===== src/rtl/tmq_pkg.sv =====
`default_nettype none
// ----------------------------------------------------------------------------
// tmq_pkg
// Types and codes shared by the timed message queue and its cells.
// ----------------------------------------------------------------------------
package tmq_pkg;

    typedef enum logic [2:0] {
        ACT_ENQ      = 3'd0,
        ACT_DEQ      = 3'd1,
        ACT_RM_HDL   = 3'd2,
        ACT_RM_WHAT  = 3'd3,
        ACT_RM_ID    = 3'd4,
        ACT_QUIT     = 3'd5,
        ACT_RSVD6    = 3'd6,
        ACT_RSVD7    = 3'd7
    } t_action;

    localparam logic [2:0] ST_OK      = 3'd0;
    localparam logic [2:0] ST_NO_HDL  = 3'd1;
    localparam logic [2:0] ST_QUIT    = 3'd2;
    localparam logic [2:0] ST_DUP     = 3'd3;
    localparam logic [2:0] ST_FULL    = 3'd4;
    localparam logic [2:0] ST_NONE    = 3'd5;

    typedef struct packed {
        logic        valid;
        logic [63:0] due;
        logic [7:0]  handler;
        logic [31:0] what;
        logic [7:0]  id;
    } t_slot;

    // Per-cycle command broadcast to every cell.
    typedef enum logic [1:0] {
        OP_HOLD  = 2'd0,
        OP_INS   = 2'd1,
        OP_SHL   = 2'd2,
        OP_SQZ   = 2'd3
    } t_op;

    typedef struct packed {
        t_op         op;
        logic [63:0] due;
        logic [7:0]  handler;
        logic [31:0] what;
        logic [7:0]  id;
    } t_cell_cmd;

endpackage : tmq_pkg
`default_nettype wire


===== src/rtl/tmq_cell.sv =====
`default_nettype none
// ----------------------------------------------------------------------------
// tmq_cell
// One queue slot. Inserts, shifts toward the head, or squeezes out a hit.
// ----------------------------------------------------------------------------
module tmq_cell
    import tmq_pkg::*;
(
    input  wire       i_clk,
    input  wire       i_rst_n,
    input  t_cell_cmd i_cmd,
    input  wire       i_ins_here,   // new word lands in this slot
    input  wire       i_from_prev,  // take predecessor (insert shift)
    input  wire       i_from_next,  // take successor (pop / squeeze)
    input  t_slot     i_prev,
    input  t_slot     i_next,
    output t_slot     o_slot
);
    t_slot r_slot, n_slot;

    always_comb begin
        n_slot = r_slot;
        if (i_ins_here) begin
            n_slot = '{valid: 1'b1, due: i_cmd.due, handler: i_cmd.handler,
                       what: i_cmd.what, id: i_cmd.id};
        end else if (i_from_prev) begin
            n_slot = i_prev;
        end else if (i_from_next) begin
            n_slot = i_next;
        end
    end

    always_ff @(posedge i_clk) begin
        if (!i_rst_n) begin
            r_slot.valid <= 1'b0;
        end else begin
            r_slot.valid <= n_slot.valid;
        end
        r_slot.due     <= n_slot.due;
        r_slot.handler <= n_slot.handler;
        r_slot.what    <= n_slot.what;
        r_slot.id      <= n_slot.id;
    end

    assign o_slot = r_slot;
endmodule : tmq_cell
`default_nettype wire


===== config.mk =====
export PLATFORM = sky130hd
export DESIGN_NAME = tmq_cell
export DESIGN_NICKNAME = d
export VERILOG_FILES = /design/src/rtl/tmq_pkg.sv /design/src/rtl/tmq_cell.sv
export SDC_FILE = /design/constraint.sdc
export NUM_CORES = 1
export LEC_CHECK = 0
export ABC_AREA = 1
export ABC_CLOCK_PERIOD_IN_PS = 3550
export BUFFER_PORTS_ARGS = -buffer_cell sky130_fd_sc_hd__buf_2
export CELL_PAD_IN_SITES_DETAIL_PLACEMENT = 0
export CELL_PAD_IN_SITES_GLOBAL_PLACEMENT = 1
export CORE_AREA = 2 2 177 179
export DETAILED_ROUTE_END_ITERATION = 16
export DIE_AREA = 0 0 179 181
export HOLD_SLACK_MARGIN = 0.02
export PLACE_DENSITY = 0.59
export SLEW_MARGIN = 10
export SYNTH_ARGS = -nofsm -noshare
export SYNTH_HDL_FRONTEND = slang
export SYNTH_SLANG_ARGS = --single-unit

===== constraint.sdc =====
create_clock -name i_clk -period 3.55 [get_ports i_clk]
set_clock_uncertainty 0.05 [all_clocks]
set_input_delay 0.355 -clock i_clk [delete_from_list [all_inputs] [get_ports i_clk]]
set_output_delay 0.355 -clock i_clk [all_outputs]
set_load 0.05 [all_outputs]

==> results.cfg, run 1 <==
[detailed_routing]
drt-vias-per-instance = 4.290
drtPass1Iterations = 6
final_antenna_net_count = 0
post-route-drc-count = 0
drt-initial-drc-count = 234
post_drt_wl_per_cell_um = 16.58
detailroute.via_count = 6297
wirelength_um = 24340

[synthesis]
ys.warnings.count = 0
synth.ff_latch_count = 113
mappedNetlistNets = 970
synth_cell_type_count = 12
syn-mean-instance-area_sq_um = 9.157
synth_area_sq_um = 5723
synth_cells = 625
seq_area_frac_synth_pct = 59.12

[global_routing]
grt_max_degree = 114
number_of_antenna_violations_at_the_first_check_in_global_routing = 1
grt_overflow_total = 0
grt_pass1_vias = 6190
grt_first_pass_wirelength_um = 35150
overall_fraction_of_global_route_tracks_in_use_pct = 14.23

[worst_hold_path]
hold_path_class = primary input to register

[pwr]
power.density_cell_area_nw_per_um2 = 537.7
internal_power_mw = 3.216
power.clock.fraction_pct = 39.9
power.share.switching_pct = 33.06
power.combinational.fraction_pct = 25.1
worst_ir_drop_vdd_uv = 226.7
pwr-share-seq_pct = 35.0
power.net_switching_mw = 1.588
p_leak_nw = 4.141

[timing]
finalMaxSlewViolations = 0
grt_setup_unrepaired = no
max_slew_margin_pct = 48.88
worst-slew-pin-transition_ps = 766.9
post-route-min-period_ps = 1585
max_clock_freq_ghz = 0.6309
setup_slack_ps = 1965
setup_viol_count_final = 0
timing.setup.tns_ps = 0
finalHoldViolCount = 0
min_period_over_period_pct = 44.65

[critical_path]
worstPathCellList = buf_4 > inv_4 > nand2_1 > nor2_1 > inv_4 > buf_12
timing.critical_path.fanout_max = 49
critPathMostFrequentCell = inv_4
critPathCaptureType = register
cpLargestDelayFamily = buffers and inverters
critical_path.n_buffers_inverters = 4
slowest_delay_ps = 250
cpMaxStageDelayCell = inv_4
critPathRequiredTime_ps = 3620
path_class = primary input to register
crit_path_start_kind = primary input
arrival_ps = 1650

[floorplanning]
core.rowCount = 64
start_util_pct = 18.86
design.die.area_sq_um = 32400
floorplan_core_area_sq_um = 30350
num_io_pins = 458
die_x_um = 179
die_y_um = 181

[cells_and_area]
nFillCells = 3324
post_route_cells_drive_above_1_share_pct = 46.31
largest_reg_flops = 113
final_common_cell = buf_2
multiInputGateArea_sq_um = 2002
area.growth.synth_to_final_pct = 56.10
finish.net_count = 1403
final_cell_mix = buf_2, a21oi_1, nand2_1, nor2_1, edfxtp_1
sequential_cell_area_sq_um = 3383

[placement]
dpl_worst_slack_ps = 1478
detailedPlacementHpwl_um = 17300
numPortBuffers = 455
finalWeightedCongestion = 0.7889

[clocking]
cts_tree = built
cts.hold.buffers_added = 0
cts_max_level = 4
clk_transition_reported_paths_ps = 60
resize_count_post_cts = 0
cts_sinks = 113
ctsLongestPathBuffers = 2
cts-root-buf = clkbuf_16
post_cts_buffers = 0
cts_buf_count = 17
worst_skew_pair.late_latency_ps = 400

[status]
run_status = finished, final reports clean

[flow_run]
cap_violations = 0
power groups by stage:
stage | sequential (mW) | clock (mW) | combinational (mW)
after floorplan | 2.27 | 0 | 0.241
after global placement | 1.70 | 0 | 1.22
after detailed placement | 1.71 | 0 | 1.21
after CTS | 1.68 | 1.99 | 1.22
after global routing | 1.70 | 2.04 | 1.28
final | 1.68 | 1.92 | 1.20
kinds of logic (layout without fill, tap and decap cells):
kind of cell	count (synthesis)	after routing	share of synthesized area, %
compound gates	224	224	19.59
buf+inv	54	500	5.903
flops	113	113	59.12
other cells	0	1	0
simple gates	234	234	15.39
worst paths after layout:
kind,start,to,slack [ps],depth (start not counted)
setup / recovery,i_ins_here,o_slot[32]$_DFFE_PP_,1960,6
hold / removal,i_rst_n,o_slot[112]$_SDFFE_PN0P_,130,3
setup reg to reg,o_slot[112]$_SDFFE_PN0P_,o_slot[112]$_SDFFE_PN0P_,2870,4
hold reg to reg,o_slot[112]$_SDFFE_PN0P_,o_slot[112]$_SDFFE_PN0P_,490,4
synthesized netlist by cell type, drive strengths merged:
library cell / count / area, sq um
a21oi: 224 / 1121
buf: 45 / 301.5
clkbuf: 5 / 18.77
clkinv: 2 / 10.01
dfxtp: 1 / 20.02
edfxtp: 112 / 3363
inv: 2 / 7.510
nand2: 116 / 435.4
nand3: 2 / 10.01
nor2: 116 / 435.4
layout make-up:
class,instances,area share (%)
Clock inverter,14,2.367
Tap cell,396,5.546
Sequential cell,113,37.87
Clock buffer,18,4.804
Timing Repair Buffer,464,26.72
Multi-Input combinational cell,458,22.41
Inverter,4,0.2521
Antenna cell,1,0.02801
layer usage:
layer	vias to the layer above	part of all wire (%)	GRT usage, %
met5	-	0	0
met4	0	2.0	4.748
met3	24	8.9	4.209
met2	294	49	24.65
met1	2933	40	16.64
li1	3046	-	-
tightest hold or removal path: cells and delay by family:
kind / cells / cell delay [ps]
AND/OR/NAND/NOR: 2 / 80
buffers and inverters: 1 / 100
stage by stage:
stage	instances	area, sq um	utilization, %	hold slack, ps	power, mW
final	1468	8934	29.44	132.9	4.804
after global routing	1468	8934	29.44	115.2	5.017
after CTS	1467	8931	29.43	105.3	4.891
after detailed placement	1435	8290	27.32	490.1	2.924
after global placement	1435	8290	27.32	501.4	2.921
after floorplan	625	5723	-	431.2	2.511
No activity file was read; power rests on OpenSTA's default activity.
==> run 2: changes to the inputs <==
ABC_CLOCK_PERIOD_IN_PS = 1400   (was 3550)
clock period = 1.4 ns   (was 3.55 ns; I/O delays follow)
==> run 2 against run 1 <==
Effect of this change: cell count increased by 7.6%; die area unchanged; worst hold slack worse by 96 ps; register-to-register slack worse by 2100 ps; critical path depth fell by 1; highest routed layer unchanged.
==> results.cfg, run 2 (synthesis results as in run 1) <==
[status]
run_status = finished, final reports clean

[detailed_routing]
drt-initial-drc-count = 260
met3WireLength_um = 2256
final_antenna_net_count = 0
route.met2.wl_um = 13200
drtPass1Iterations = 5
post-route-drc-count = 0
detailroute.via_count = 6706
met1_length_um = 10190
wirelength_um = 26210
drt-vias-per-instance = 4.244
top_signal_layer_used = met4
post_drt_wl_per_cell_um = 16.59

[timing]
finalHoldViolCount = 0
worst-slew-pin-transition_ps = 441.0
post-route-min-period_ps = 1397
min_period_over_period_pct = 99.77
timing.setup.tns_ps = 0
grt_setup_unrepaired = no
max_slew_margin_pct = 70.60
setup_viol_count_final = 0
max_clock_freq_ghz = 0.7159
finalMaxSlewViolations = 0
fin_hold_ws_ps = 36.93

[clocking]
cts_buf_count = 17
cts_tree = built
ctsLongestPathBuffers = 2
post_cts_buffers = 0
worst_skew_pair.late_latency_ps = 400
cts_sinks = 113
cts_max_level = 4
clk_transition_reported_paths_ps = 50
cts-root-buf = clkbuf_16

[worst_hold_path]
hold_path_class = primary input to register
min-delay-start = i_cmd[85]
whs_path_depth = 3

[pwr]
p_total_mw = 11.52
p_leak_nw = 4.673
power.density_cell_area_nw_per_um2 = 1137
worst_ir_drop_vdd_uv = 642.0

[critical_path]
arrival_ps = 1490
crit_path_start_kind = primary input
reg2reg_from = o_slot[112]$_SDFFE_PN0P_
timing.critical_path.fanout_max = 1
path_class = primary input to register
critical_path.startpoint = i_cmd[43]
rr_worst_depth = 4
critPathRequiredTime_ps = 1500
critPathCaptureType = register

[global_routing]
overall_fraction_of_global_route_tracks_in_use_pct = 14.86
grt_first_pass_wirelength_um = 36600
grt_overflow_total = 0
grt_max_degree = 60
grt_pass1_vias = 6692
number_of_antenna_violations_at_the_first_check_in_global_routing = 0

[floorplanning]
floorplan_core_area_sq_um = 30350
core.rowCount = 64
start_util_pct = 18.86
die_x_um = 179
die_y_um = 181
design.die.area_sq_um = 32400
num_io_pins = 458

[placement]
numPortBuffers = 455
placedCellCount = 1464
finalWeightedCongestion = 0.8108
detailedPlacementHpwl_um = 19370
post_dp_cell_area_sq_um = 8717

[cells_and_area]
final_cell_mix = buf_2, a21oi_1, nand2_1
finish.net_count = 1518
nFillCells = 3250
post_route_cells_drive_above_1_share_pct = 44.76
antenna_cells = 0
largest_reg_flops = 113
area.growth.synth_to_final_pct = 76.94
finalInstanceArea_sq_um = 10130
final_common_cell = buf_2
layoutNonFillerInstCount = 1580

[flow_run]
cap_violations = 0
run 2: cell count changes in the layout (fill, tap and decap cells not counted), moves of 3 or more:
cell,previous run,this run
buf_12,3,15
buf_4,8,22
nor2_2,0,4
dlygate4sd3_1,0,84
bufinv_16,5,0
inv_4,3,0
nor2_1,116,111
clkinv_2,1,5
run 2: report_power, final:
group          total (mW)  internal, mW  switching (mW)
Sequential           4.26          4.17          0.0915
Combinational        3.43          1.10            2.33
Clock                3.82          2.20            1.62
Total                11.5          7.47            4.04
run 2: through the flow:
stage	utilization, %	worst slack [ps]
after CTS	33.27	19.02
final	33.36	3.166
after global placement	28.72	11.72
after floorplan	-	-1289
after global routing	33.36	3.720
after detailed placement	28.72	26.47
run 2: per-layer routing:
layer,up-vias,track usage (%)
met5,-,0
met4,0,4.976
met3,24,4.061
met2,312,26.45
met1,3090,16.95
li1,3280,-
run 2: worst paths after layout:
kind	end	slack, ps
setup / recovery	o_slot[43]$_DFFE_PP_	3
hold / removal	o_slot[85]$_DFFE_PP_	40
setup reg to reg	o_slot[112]$_SDFFE_PN0P_	740
hold reg to reg	o_slot[112]$_SDFFE_PN0P_	490
run 2: final cells by class:
class                           count  area (sq um)  share of cell area (%)
Timing Repair Buffer              579          3691                   36.45
Clock inverter                     13         75.07                  0.7414
Multi-Input combinational cell    458          2027                   20.02
Clock buffer                       17         425.4                   4.201
Tap cell                          396         495.5                   4.893
Sequential cell                   113          3383                   33.41
Inverter                            4         28.78                  0.2842
run 2: worst max-delay path: stages:
cell	delay [ps]
dlygate4sd3_1	520
buf_2	120
nor2_1	100
a21oi_1	50
dlygate4sd3_1	560
run 2: timing repair:
item                                    4_1_cts  5_1_grt
endpoints found under the setup margin        0        5
hold buffers                                 88        0
gates resized for setup                       0        7
hold endpoints to repair                     76        0
